--- config.mk ---
export PLATFORM = sky130hd
export DESIGN_NAME = tlv_sample_extractor
export DESIGN_NICKNAME = d
export VERILOG_FILES = /design/src/sv/tse_pkg.sv /design/src/sv/tse_cfg_regs.sv /design/src/sv/tse_parser.sv /design/src/sv/tse_out_skid.sv /design/src/sv/tlv_sample_extractor.sv
export SDC_FILE = /design/constraint.sdc
export NUM_CORES = 1
export LEC_CHECK = 0
export BUFFER_PORTS_ARGS = -buffer_cell sky130_fd_sc_hd__buf_4
export CAP_MARGIN = 20
export CORE_MARGIN = 8
export CORE_UTILIZATION = 25
export DETAILED_ROUTE_END_ITERATION = 8
export PLACE_DENSITY = 0.51
export SYNTH_ARGS = -nofsm -noshare
export SYNTH_HDL_FRONTEND = slang
export SYNTH_HIERARCHICAL = 1
export SYNTH_SLANG_ARGS = --single-unit
--- constraint.sdc ---
create_clock -name i_clk -period 4.1 [get_ports i_clk]
set_clock_uncertainty 0.05 [all_clocks]
set_input_delay 0.41 -clock i_clk [delete_from_list [all_inputs] [get_ports i_clk]]
set_output_delay 0.41 -clock i_clk [all_outputs]
set_load 0.005 [all_outputs]
--- src/sv/tse_pkg.sv ---
// ----------------------------------------------------------------------------
// tse_pkg
// Shared types, register indexes and constants of the TLV sample extractor.
// ----------------------------------------------------------------------------
package tse_pkg;

    // Parser phases within one item
    typedef enum logic [1:0] {
        PH_ID_HI = 2'd0,
        PH_ID_LO = 2'd1,
        PH_LEN   = 2'd2,
        PH_DATA  = 2'd3
    } t_phase;

    // Configuration register indexes
    localparam int unsigned CFG_IDX_W = 3;
    localparam logic [CFG_IDX_W-1:0] CFG_DECIM_PERIOD = 3'd0;
    localparam logic [CFG_IDX_W-1:0] CFG_ACCEL_SLOT   = 3'd1;
    localparam logic [CFG_IDX_W-1:0] CFG_QUAT_SLOT    = 3'd2;
    localparam logic [CFG_IDX_W-1:0] CFG_ACCEL_ID     = 3'd3;
    localparam logic [CFG_IDX_W-1:0] CFG_QUAT_ID      = 3'd4;
    localparam int unsigned CFG_DATA_W = 16;

    // Register reset values
    localparam logic [7:0]  RST_DECIM_PERIOD = 8'd20;
    localparam logic [7:0]  RST_ACCEL_SLOT   = 8'd0;
    localparam logic [7:0]  RST_QUAT_SLOT    = 8'd1;
    localparam logic [15:0] RST_ACCEL_ID     = 16'h4020;
    localparam logic [15:0] RST_QUAT_ID      = 16'h2010;

    // Channel numbering and group sizes
    localparam logic [2:0] CH_QUAT_BASE   = 3'd3;
    localparam logic [2:0] ACCEL_WORDS    = 3'd3;
    localparam logic [2:0] QUAT_WORDS     = 3'd4;
    localparam logic [2:0] ACCEL_LAST_IDX = 3'd2;
    localparam logic [2:0] QUAT_LAST_IDX  = 3'd3;
    localparam logic [2:0] WORD_IDX_MAX   = 3'd7;
    localparam logic [1:0] LAST_BYTE_POS  = 2'd3;

    // Configuration register file contents
    typedef struct packed {
        logic [7:0]  decim_period;
        logic [7:0]  accel_slot;
        logic [7:0]  quat_slot;
        logic [15:0] accel_id;
        logic [15:0] quat_id;
    } t_cfg;

    // One result request handed from the parser to the output stage
    typedef struct packed {
        logic [31:0] word;
        logic [2:0]  channel;
        logic        last;
    } t_sample;

endpackage

--- src/sv/tse_cfg_regs.sv ---
// ----------------------------------------------------------------------------
// tse_cfg_regs
// Configuration register file, written through a plain write port.
// ----------------------------------------------------------------------------
module tse_cfg_regs (
    input  logic                            i_clk,
    input  logic                            i_rst_n,
    input  logic                            i_cfg_we,
    input  logic [tse_pkg::CFG_IDX_W-1:0]   i_cfg_index,
    input  logic [tse_pkg::CFG_DATA_W-1:0]  i_cfg_wdata,
    output tse_pkg::t_cfg                   o_cfg
);
    import tse_pkg::*;

    t_cfg r_cfg;

    // Load the addressed register, ignore unknown indexes
    always_ff @(posedge i_clk) begin
        if (!i_rst_n) begin
            r_cfg.decim_period <= RST_DECIM_PERIOD;
            r_cfg.accel_slot   <= RST_ACCEL_SLOT;
            r_cfg.quat_slot    <= RST_QUAT_SLOT;
            r_cfg.accel_id     <= RST_ACCEL_ID;
            r_cfg.quat_id      <= RST_QUAT_ID;
        end else if (i_cfg_we) begin
            case (i_cfg_index)
                CFG_DECIM_PERIOD: r_cfg.decim_period <= i_cfg_wdata[7:0];
                CFG_ACCEL_SLOT:   r_cfg.accel_slot   <= i_cfg_wdata[7:0];
                CFG_QUAT_SLOT:    r_cfg.quat_slot    <= i_cfg_wdata[7:0];
                CFG_ACCEL_ID:     r_cfg.accel_id     <= i_cfg_wdata;
                CFG_QUAT_ID:      r_cfg.quat_id      <= i_cfg_wdata;
                default: begin
                end
            endcase
        end
    end

    assign o_cfg = r_cfg;

endmodule

--- src/sv/tse_parser.sv ---
// ----------------------------------------------------------------------------
// tse_parser
// Item parser: tracks id, length and word assembly per accepted byte and
// raises a sample request when a selected word completes.
// ----------------------------------------------------------------------------
module tse_parser (
    input  logic             i_clk,
    input  logic             i_rst_n,
    input  logic             i_accept,
    input  logic [7:0]       i_byte,
    input  logic             i_end,
    input  tse_pkg::t_cfg    i_cfg,
    output logic             o_sample_valid,
    output tse_pkg::t_sample o_sample
);
    import tse_pkg::*;

    t_phase      r_phase,       n_phase;
    logic [15:0] r_item_id,     n_item_id;
    logic [7:0]  r_bytes_left,  n_bytes_left;
    logic [31:0] r_word_shift,  n_word_shift;
    logic [1:0]  r_byte_pos,    n_byte_pos;
    logic [2:0]  r_word_idx,    n_word_idx;
    logic [7:0]  r_msg_count,   n_msg_count;

    logic [7:0]  bytes_dec;
    logic [31:0] word_next;
    logic        word_done;
    logic        item_done;
    logic        is_accel;
    logic        is_quat;
    logic [8:0]  count_inc;

    assign bytes_dec = r_bytes_left - 8'd1;
    assign word_next = {r_word_shift[23:0], i_byte};
    assign word_done = (r_phase == PH_DATA) && (r_byte_pos == LAST_BYTE_POS);
    assign item_done = (r_phase == PH_DATA) && (bytes_dec == 8'd0);
    assign is_accel  = (r_item_id == i_cfg.accel_id) && (r_msg_count == i_cfg.accel_slot);
    assign is_quat   = (r_item_id == i_cfg.quat_id) && (r_msg_count == i_cfg.quat_slot);
    assign count_inc = {1'b0, r_msg_count} + 9'd1;

    // Next phase: walk the item header, then payload; message end restarts
    always_comb begin
        n_phase = r_phase;
        case (r_phase)
            PH_ID_HI: n_phase = PH_ID_LO;
            PH_ID_LO: n_phase = PH_LEN;
            PH_LEN:   n_phase = (i_byte == 8'd0) ? PH_ID_HI : PH_DATA;
            PH_DATA:  n_phase = item_done ? PH_ID_HI : PH_DATA;
            default:  n_phase = PH_ID_HI;
        endcase
        if (i_end) begin
            n_phase = PH_ID_HI;
        end
    end

    // Datapath updates and sample request
    always_comb begin
        n_item_id      = r_item_id;
        n_bytes_left   = r_bytes_left;
        n_word_shift   = r_word_shift;
        n_byte_pos     = r_byte_pos;
        n_word_idx     = r_word_idx;
        n_msg_count    = r_msg_count;
        o_sample_valid = 1'b0;
        o_sample.word    = word_next;
        o_sample.channel = r_word_idx;
        o_sample.last    = 1'b0;

        case (r_phase)
            PH_ID_HI: n_item_id = {i_byte, 8'd0};
            PH_ID_LO: n_item_id = {r_item_id[15:8], i_byte};
            PH_LEN: begin
                n_bytes_left = i_byte;
                n_word_shift = 32'd0;
                n_byte_pos   = 2'd0;
                n_word_idx   = 3'd0;
            end
            PH_DATA: begin
                n_bytes_left = bytes_dec;
                if (word_done) begin
                    // Emit accel first; quaternion only when accel does not match
                    if (is_accel && (r_word_idx < ACCEL_WORDS)) begin
                        o_sample_valid   = 1'b1;
                        o_sample.channel = r_word_idx;
                        o_sample.last    = (r_word_idx == ACCEL_LAST_IDX);
                    end else if (!is_accel && is_quat && (r_word_idx < QUAT_WORDS)) begin
                        o_sample_valid   = 1'b1;
                        o_sample.channel = CH_QUAT_BASE + r_word_idx;
                        o_sample.last    = (r_word_idx == QUAT_LAST_IDX);
                    end
                    if (r_word_idx < WORD_IDX_MAX) begin
                        n_word_idx = r_word_idx + 3'd1;
                    end
                    n_byte_pos   = 2'd0;
                    n_word_shift = 32'd0;
                end else begin
                    n_byte_pos   = r_byte_pos + 2'd1;
                    n_word_shift = word_next;
                end
            end
            default: begin
            end
        endcase

        // Drop per-item state at item or message end
        if (item_done || i_end) begin
            n_bytes_left = 8'd0;
            n_word_shift = 32'd0;
            n_byte_pos   = 2'd0;
            n_word_idx   = 3'd0;
        end
        // Advance the message counter modulo the period
        if (i_end) begin
            n_msg_count = (count_inc >= {1'b0, i_cfg.decim_period}) ? 8'd0 : count_inc[7:0];
        end
        if (!i_accept) begin
            o_sample_valid = 1'b0;
        end
    end

    // Hold state between accepted bytes
    always_ff @(posedge i_clk) begin
        if (!i_rst_n) begin
            r_phase      <= PH_ID_HI;
            r_item_id    <= 16'd0;
            r_bytes_left <= 8'd0;
            r_word_shift <= 32'd0;
            r_byte_pos   <= 2'd0;
            r_word_idx   <= 3'd0;
            r_msg_count  <= 8'd0;
        end else if (i_accept) begin
            r_phase      <= n_phase;
            r_item_id    <= n_item_id;
            r_bytes_left <= n_bytes_left;
            r_word_shift <= n_word_shift;
            r_byte_pos   <= n_byte_pos;
            r_word_idx   <= n_word_idx;
            r_msg_count  <= n_msg_count;
        end
    end

endmodule

--- src/sv/tse_out_skid.sv ---
// ----------------------------------------------------------------------------
// tse_out_skid
// Output register with a skid entry, so the input side keeps a registered
// ready and never waits on the receiver combinationally.
// ----------------------------------------------------------------------------
module tse_out_skid (
    input  logic             i_clk,
    input  logic             i_rst_n,
    input  logic             i_push,
    input  tse_pkg::t_sample i_sample,
    output logic             o_space,
    output logic             o_valid,
    input  logic             i_ready,
    output tse_pkg::t_sample o_sample
);
    import tse_pkg::*;

    logic    r_main_valid, n_main_valid;
    logic    r_skid_valid, n_skid_valid;
    t_sample r_main,       n_main;
    t_sample r_skid,       n_skid;

    // Refill the main register from skid first, else park the request in skid
    always_comb begin
        n_main_valid = r_main_valid;
        n_skid_valid = r_skid_valid;
        n_main       = r_main;
        n_skid       = r_skid;
        if (!r_main_valid || i_ready) begin
            n_main_valid = r_skid_valid || i_push;
            n_main       = r_skid_valid ? r_skid : i_sample;
            n_skid_valid = 1'b0;
        end else if (i_push) begin
            n_skid_valid = 1'b1;
            n_skid       = i_sample;
        end
    end

    always_ff @(posedge i_clk) begin
        if (!i_rst_n) begin
            r_main_valid <= 1'b0;
            r_skid_valid <= 1'b0;
        end else begin
            r_main_valid <= n_main_valid;
            r_skid_valid <= n_skid_valid;
        end
    end

    always_ff @(posedge i_clk) begin
        r_main <= n_main;
        r_skid <= n_skid;
    end

    assign o_space  = !r_skid_valid;
    assign o_valid  = r_main_valid;
    assign o_sample = r_main;

endmodule

--- src/sv/tlv_sample_extractor.sv ---
// ----------------------------------------------------------------------------
// tlv_sample_extractor
// Message payload parser that picks acceleration and quaternion words.
// ----------------------------------------------------------------------------
// Usage:
//   Slave stream: one payload byte per request on i_s_tdata, i_s_tlast on
//   the last byte of a message. Master stream: one 32-bit sample per
//   request, o_m_tuser carries the channel (0..2 accel, 3..6 quaternion),
//   o_m_tlast marks the last word of a group.
//   Configuration: write i_cfg_wdata to register i_cfg_index while
//   i_cfg_we is high; the user must write only while the stream is idle,
//   the block does not enforce this. Throughput: one byte per cycle
//   while o_s_tready is high. A byte is parsed in the cycle it is
//   accepted; its sample goes to the main output register or the skid entry.
//   A two-entry output stage (register plus skid) keeps o_s_tready
//   registered; a stalled receiver still lets bytes in until one more
//   sample is parked in the skid entry, then o_s_tready drops until the
//   receiver takes a sample.
//   Reset (synchronous, active low) restores the register defaults, clears
//   the parser and message counter and empties the output stage.
// ----------------------------------------------------------------------------
module tlv_sample_extractor (
    input  logic                            i_clk,
    input  logic                            i_rst_n,
    // Slave stream
    input  logic                            i_s_tvalid,
    output logic                            o_s_tready,
    input  logic [7:0]                      i_s_tdata,   // [7:0] payload_byte
    input  logic                            i_s_tlast,   // message_end
    // Master stream
    output logic                            o_m_tvalid,
    input  logic                            i_m_tready,
    output logic [31:0]                     o_m_tdata,   // [31:0] sample_word
    output logic [2:0]                      o_m_tuser,   // [2:0] channel
    output logic                            o_m_tlast,   // group_last
    // Configuration write port
    input  logic                            i_cfg_we,
    input  logic [tse_pkg::CFG_IDX_W-1:0]   i_cfg_index,
    input  logic [tse_pkg::CFG_DATA_W-1:0]  i_cfg_wdata
);
    import tse_pkg::*;

    t_cfg    cfg;
    t_sample parse_sample;
    t_sample out_sample;
    logic    parse_valid;
    logic    space;
    logic    in_accept;

    assign o_s_tready = space;
    assign in_accept  = i_s_tvalid && space;

    tse_cfg_regs u_cfg (
        .i_clk       (i_clk),
        .i_rst_n     (i_rst_n),
        .i_cfg_we    (i_cfg_we),
        .i_cfg_index (i_cfg_index),
        .i_cfg_wdata (i_cfg_wdata),
        .o_cfg       (cfg)
    );

    tse_parser u_parser (
        .i_clk          (i_clk),
        .i_rst_n        (i_rst_n),
        .i_accept       (in_accept),
        .i_byte         (i_s_tdata),
        .i_end          (i_s_tlast),
        .i_cfg          (cfg),
        .o_sample_valid (parse_valid),
        .o_sample       (parse_sample)
    );

    tse_out_skid u_out (
        .i_clk    (i_clk),
        .i_rst_n  (i_rst_n),
        .i_push   (parse_valid),
        .i_sample (parse_sample),
        .o_space  (space),
        .o_valid  (o_m_tvalid),
        .i_ready  (i_m_tready),
        .o_sample (out_sample)
    );

    assign o_m_tdata = out_sample.word;
    assign o_m_tuser = out_sample.channel;
    assign o_m_tlast = out_sample.last;

endmodule

[Yosys cells after proc, flatten, opt, wreduce, memory -nomap -nowiden]
Cells that the tools add are included.
W data, S select, Z words.
Storage, ports and cells
  flip-flop bits (word level): 193
  output and inout bits: 38
  word-level logic and storage cells: 109
  input port bits: 33
Cells by class
  bitwise logic cells: 3
  equality and inequality tests: 16
  $lt $le $gt $ge: 4
  $add $sub $neg: 5
  reduce and logical (&&, ||, !) cells: 32
  multiplexer cells: 28
Operator list (number)
  $mux W24: 2
  $pmux W24 S2: 1
  $mux W36: 1
  $eq A16 B16 Y1: 2
  $pmux W16 S2: 1
  $reduce_and A2 Y1: 9
  $eq A8 B8 Y1: 2
  $logic_not A8 Y1: 2
  $mux W4: 4
  $mux W8: 2
  $pmux W8 S2: 1
  $eq A3 B2 Y1 const B: 4
  $mux W2: 5
  $add A8 B1 Y9 const B: 1
  $ge A9 B8 Y1: 1
  $mux W3: 3
  $logic_and A1 B1 Y1: 8
  $pmux W2 S4: 1
  $sub A8 B1 Y8 const B: 1
  $eq A2 B2 Y1 const B: 3
  $lt A3 B3 Y1 const B: 2
  $pmux W3 S2: 1
  $mux W1: 5
  $pmux W2 S2: 1
  19 further kinds: 25

[Longest topological paths before layout]
  word-level depth: 11
  gate-level depth with buffers: 12
  depth with buffers taken out: 11

[Modules after synthesis]
Netlist, hierarchy kept.
Modules (own cells, without submodules)
  tse_parser: times used 1, area an instance 3756.1 um2, cells each 472, seq. area each 1261.2 um2
  tse_out_skid: times used 1, area an instance 2757.6 um2, cells each 121, seq. area each 2202.1 um2
  tse_cfg_regs: times used 1, area an instance 2152.1 um2, cells each 212, seq. area each 1121.1 um2
  tlv_sample_extractor: times used 1, area an instance 6.3 um2, cells each 1, seq. area each 0.0 um2

[Worst setup path after synthesis]
No wires, ideal clock.
  path type: register to register
  start: reg u_parser.r_msg_count[2]
  end: reg u_out/r_skid[0] (netlist name), enable pin
  data required time: 3.621 ns
  arrival: 3.252 ns
  period minus slack after synthesis: 3.731 ns
  path slack: 0.369 ns
  cell stages (with the launch flop): 9
  buffers on the path: 1
  library setup time: 0.429 ns
  cells stage by stage: dfxtp_1 clkbuf_1 xor2_1 nor4_1 nand3_1 nor4_2 o21a_1 inv_1 nor2_1
On the way
  cells in the longest elaborated chain, start to end: 11
  elaborated cells on any way between the ends: 14
  classes of those cells: 2 x eq/ne; 5 x mux; 7 x reduce/logical
Ends and longest elaborated chain
  start, declared: line tse_parser.sv:24  | logic [7:0] r_msg_count, n_msg_count;
  start signal, assigned: line tse_parser.sv:139  | r_msg_count <= n_msg_count;
  $eq A8 B8 Y1: line tse_parser.sv:38  | assign is_accel = (r_item_id == i_cfg.accel_id) && (r_msg_count == i_cfg.accel_slot);
  $logic_and A1 B1 Y1: line tse_parser.sv:38
  $logic_not A1 Y1: line tse_parser.sv:87  | end else if (!is_accel && is_quat && (r_word_idx < QUAT_WORDS)) begin
  $logic_and A1 B1 Y1 (2 in a row): line tse_parser.sv:87
  $mux W1: line tse_parser.sv:87
  $mux W1 *: line tse_parser.sv:83  | if (is_accel && (r_word_idx < ACCEL_WORDS)) begin
  $mux W1 *: line tse_parser.sv:81  | if (word_done) begin
  $mux W1 *: line tse_parser.sv:70  | case (r_phase)
  $mux W1 *: line tse_parser.sv:117  | if (!i_accept) begin
  via parse_valid: line tlv_sample_extractor.sv:46  | logic parse_valid;
  $reduce_and A2 Y1 (no source line) *
  end signal, assigned: line tse_out_skid.sv:51  | r_skid <= n_skid;
  end, declared: line tse_out_skid.sv:21  | t_sample r_skid, n_skid;
Mark *: on every way through the listed nets, which the timed path passes. The rest lies on a longest branch.
A chain may end at the register's enable or synchronous reset.

[Worst setup path after layout]
  start: reg u_parser.r_phase[0]
  end: reg u_out/r_skid[13] (netlist name), enable pin
On the way
  cells in the longest elaborated chain, start to end: 6
Ends and longest elaborated chain
  start, declared: line tse_parser.sv:18  | t_phase r_phase, n_phase;
  start signal, assigned: line tse_parser.sv:133  | r_phase <= n_phase;
  $eq A2 B2 Y1 *: line tse_parser.sv:36, tse_parser.sv:70
  $logic_and A1 B1 Y1: line tse_parser.sv:36  | assign word_done = (r_phase == PH_DATA) && (r_byte_pos == LAST_BYTE_POS);
  $mux W1: line tse_parser.sv:81
  $mux W1 *: line tse_parser.sv:70
  $mux W1 *: line tse_parser.sv:117
  via parse_valid: line tlv_sample_extractor.sv:46
  $reduce_and A2 Y1 (no source line) *
Marks and branches as above.

==> reports/qor.txt <==
Outcome -> finished clean
Hold Fails Final Rpt -> 0
# clock sinks -> 193
Area contributors post-synth -> dfxtp_1, edfxtp_1, mux2i_1, nand2_1, xor2_1
Max Slew Vio Count -> 0
DRT Pass-1 Iters -> 5
Resize count post-CTS -> 0
Netlist cell types -> 64
Initial Util -> 25.2%
Syn nets -> 855
# port buffers -> 70
HP Class -> in -> reg
Clock Root Buffer -> clkbuf_16
CTS max path bufs -> 2
Final TNS setup -> 0 ns
Final wirelength -> 20,600 um
Slowest CP cell -> nor4_2
CP arrival -> 3.22 ns
Max-cap violation count -> 0
Gr usage total -> 10.1%
Routability cong. -> 0.777
Crit share post-route -> 77.7%
Number of global-route vias before repair -> 5,704
Clock transition at path regs -> 0.07 ns
Die H -> 202 um
RSZ-0062 raised after global routing -> false
Area leader, netlist -> dfxtp_1
Startpoint types -> flip-flop
Fin crit period -> 3.19 ns
GRT overflow -> 0
PwrDens -> 385 nW/um2
Final Worst Setup Slack -> 0.914 ns
Sw frac -> 23.4%
Fillers -> 3,614
Area growth, synth to finish -> 17.2%
Number of synthesized flops with an enable pin -> 72
Most common library cells after synthesis -> dfxtp_1, nand2_1, edfxtp_1
Post-CTS Setup Inserts -> 0
Critical Path Sink Type -> flip-flop
Die area -> 40,900 um2
Synth Register Bits -> 193
DR WL/cell -> 15.7 um
Global-route wire length before repair -> 32,700 um
Count of final setup violators -> 0
Sequential share of power -> 51.8%
Die width -> 202 um
Psw -> 0.000914 W
Worst rel slew slack -> 54.3%
CTS Buf Count -> 17
Peak supply drop -> 0.000298 V
CTS Hold Buffers Added -> 0
Final HPWL DP -> 14,300 um
Core ar. -> 34,400 um2
Post-Syn Area -> 8670 um2
Post-Syn Instances -> 806
Num rows -> 68
WP data required -> 4.13 ns
DRT iter0 DRCs -> 340
Setup Crit Path Kind -> reg -> reg
CP peak stage delay -> 0.59 ns
CP Max Fanout -> 36
Worst reg2reg setup slack -> 0.91 ns
Antenna Cells -> 0
Mean number of vias per cell -> 4.34
Async set-reset flop share out of synthesis -> 0%
Most common cell in the netlist -> dfxtp_1
Final nets -> 898
Share of the synthesized area in the top cell type -> 27.9%
Mean Syn Cell Area -> 10.8 um2
Fmax -> 314 MHz
Primary FF master, synth -> dfxtp_1
LEAKAGE -> 4.09 nW
Clk Latency, worst-skew pair -> 0.44 ns
Multi-input logic area -> 3710 um2
Largest net degree at the start of global routing -> 133
Tightest Pin Transition -> 0.686 ns
Clock power share -> 42.4%
Max H-tree Level -> 4
Vias -> 5,714
FF/Latch Area -> 4590 um2
Synth warn -> 6
Initial antenna violation count -> 1
Sequential element share of the synthesized area -> 52.9%
Ports -> 71
Most frequent CP cell -> buf_4
Comb power frac -> 5.8%
CTS tree -> yes
Place WS -> 0.926 ns
Int Pwr -> 0.00300 W
Routed Antenna Nets -> 0
Worst path cell trace -> buf_4, nand2_1, buf_4, nor3b_1, nand4_1, nor4_2, o21a_1, inv_1, nor2_4, buf_4
Fraction of layout cells with a size suffix above 1 -> 19.4%
# DRC -> 0
[layer usage]
metal	global-route usage [%]	wire length [um]
met1	13.5	10000
met2	16.0	9490
met3	2.87	946
met4	2.41	132
met5	0	13
[worst max-delay path: cells and delay by family, from the launching register on]
kind / cells / cell delay, ns
DFF: 1 / 0.31
and+or+nand+nor: 5 / 1.26
buffers and inverters: 4 / 0.92
AOI/OAI and AO/OA: 1 / 0.25
[final timing paths]
check	startpoint	end	cells past startpoint
worst max-delay path	u_parser/r_phase[0]	u_out/r_skid[13]	10
worst min-delay path	i_cfg_wdata[14]	u_cfg/o_cfg[14]	3
worst max register to register	u_parser/r_phase[0]	u_out/r_skid[13]	10
worst min register to register	u_cfg/o_cfg[53]	u_cfg/o_cfg[53]	2
[cell type report]
type                    count  area share [%]
well taps                 455            5.60
repair buffers             82            6.25
clock buffers              18            4.22
inverters                  23           0.849
flip-flops and latches    193            45.1
clock inverters            14            1.50
multi-input cells         532            36.5
[layout by cell type (no fill, tap or decap), types with 13 or more instances in the layout]
master     synthesis  layout
mux2_2            18      18
ha_1              16      16
xor2_1            40      40
inv_1             22      22
mux2i_1           58      58
clkbuf_16          0      17
dfxtp_1          121     120
edfxtp_1          72      72
nor2b_1           13      13
o21ai_0           28      28
nand3_1           51      51
a21oi_1           30      30
buf_4              8      80
nand2_1          112     112
mux2_4            18      18
xnor2_1           16      16
nor2_1            21      19
[power groups by stage]
stage          Clock, W  Combinational (W)  Sequential [W]
6_report        0.00166           0.000225         0.00203
5_1_grt         0.00177           0.000251         0.00203
4_1_cts         0.00170           0.000229         0.00203
3_5_place_dp          0           0.000228         0.00207
3_3_place_gp          0           0.000229         0.00207
2_1_floorplan         0           0.000142         0.00206
[registers in the layout, indices dropped and copies added, names as in the netlist]
signal                 cells
u_parser/r_item_id        16
u_out/r_skid_valid         1
u_out/o_sample            36
u_out/o_valid              1
u_parser/r_word_idx        3
u_out/r_skid              36
u_parser/r_word_shift     24
u_parser/r_bytes_left      8
u_cfg/o_cfg               56
u_parser/r_msg_count       8
u_parser/r_byte_pos        2
u_parser/r_phase           2
[logic make-up (layout without fill, tap and decap cells)]
kind of cell,count (synthesis),in the layout,share of synthesized area [%]
fa+ha+maj,16,16,2.31
simple gates,258,258,14.6
xor+xnor,56,56,5.66
flops,193,193,52.9
buf+inv,81,137,4.70
compound gates,108,108,7.68
mux,94,94,12.1
[per-stage QoR]
stage	cell area, um2	utilization [%]	cells	total power (W)	hold slack (ns)
4_1_cts	10200	29.6	1317	0.00395	0.166
6_report	10200	29.6	1317	0.00391	0.180
2_1_floorplan	8670	-	806	0.00220	0.376
5_1_grt	10200	29.6	1317	0.00405	0.173
3_5_place_dp	9590	27.9	1285	0.00230	0.401
3_3_place_gp	9570	27.8	1284	0.00230	0.393
(Power assumes the default switching activity.)
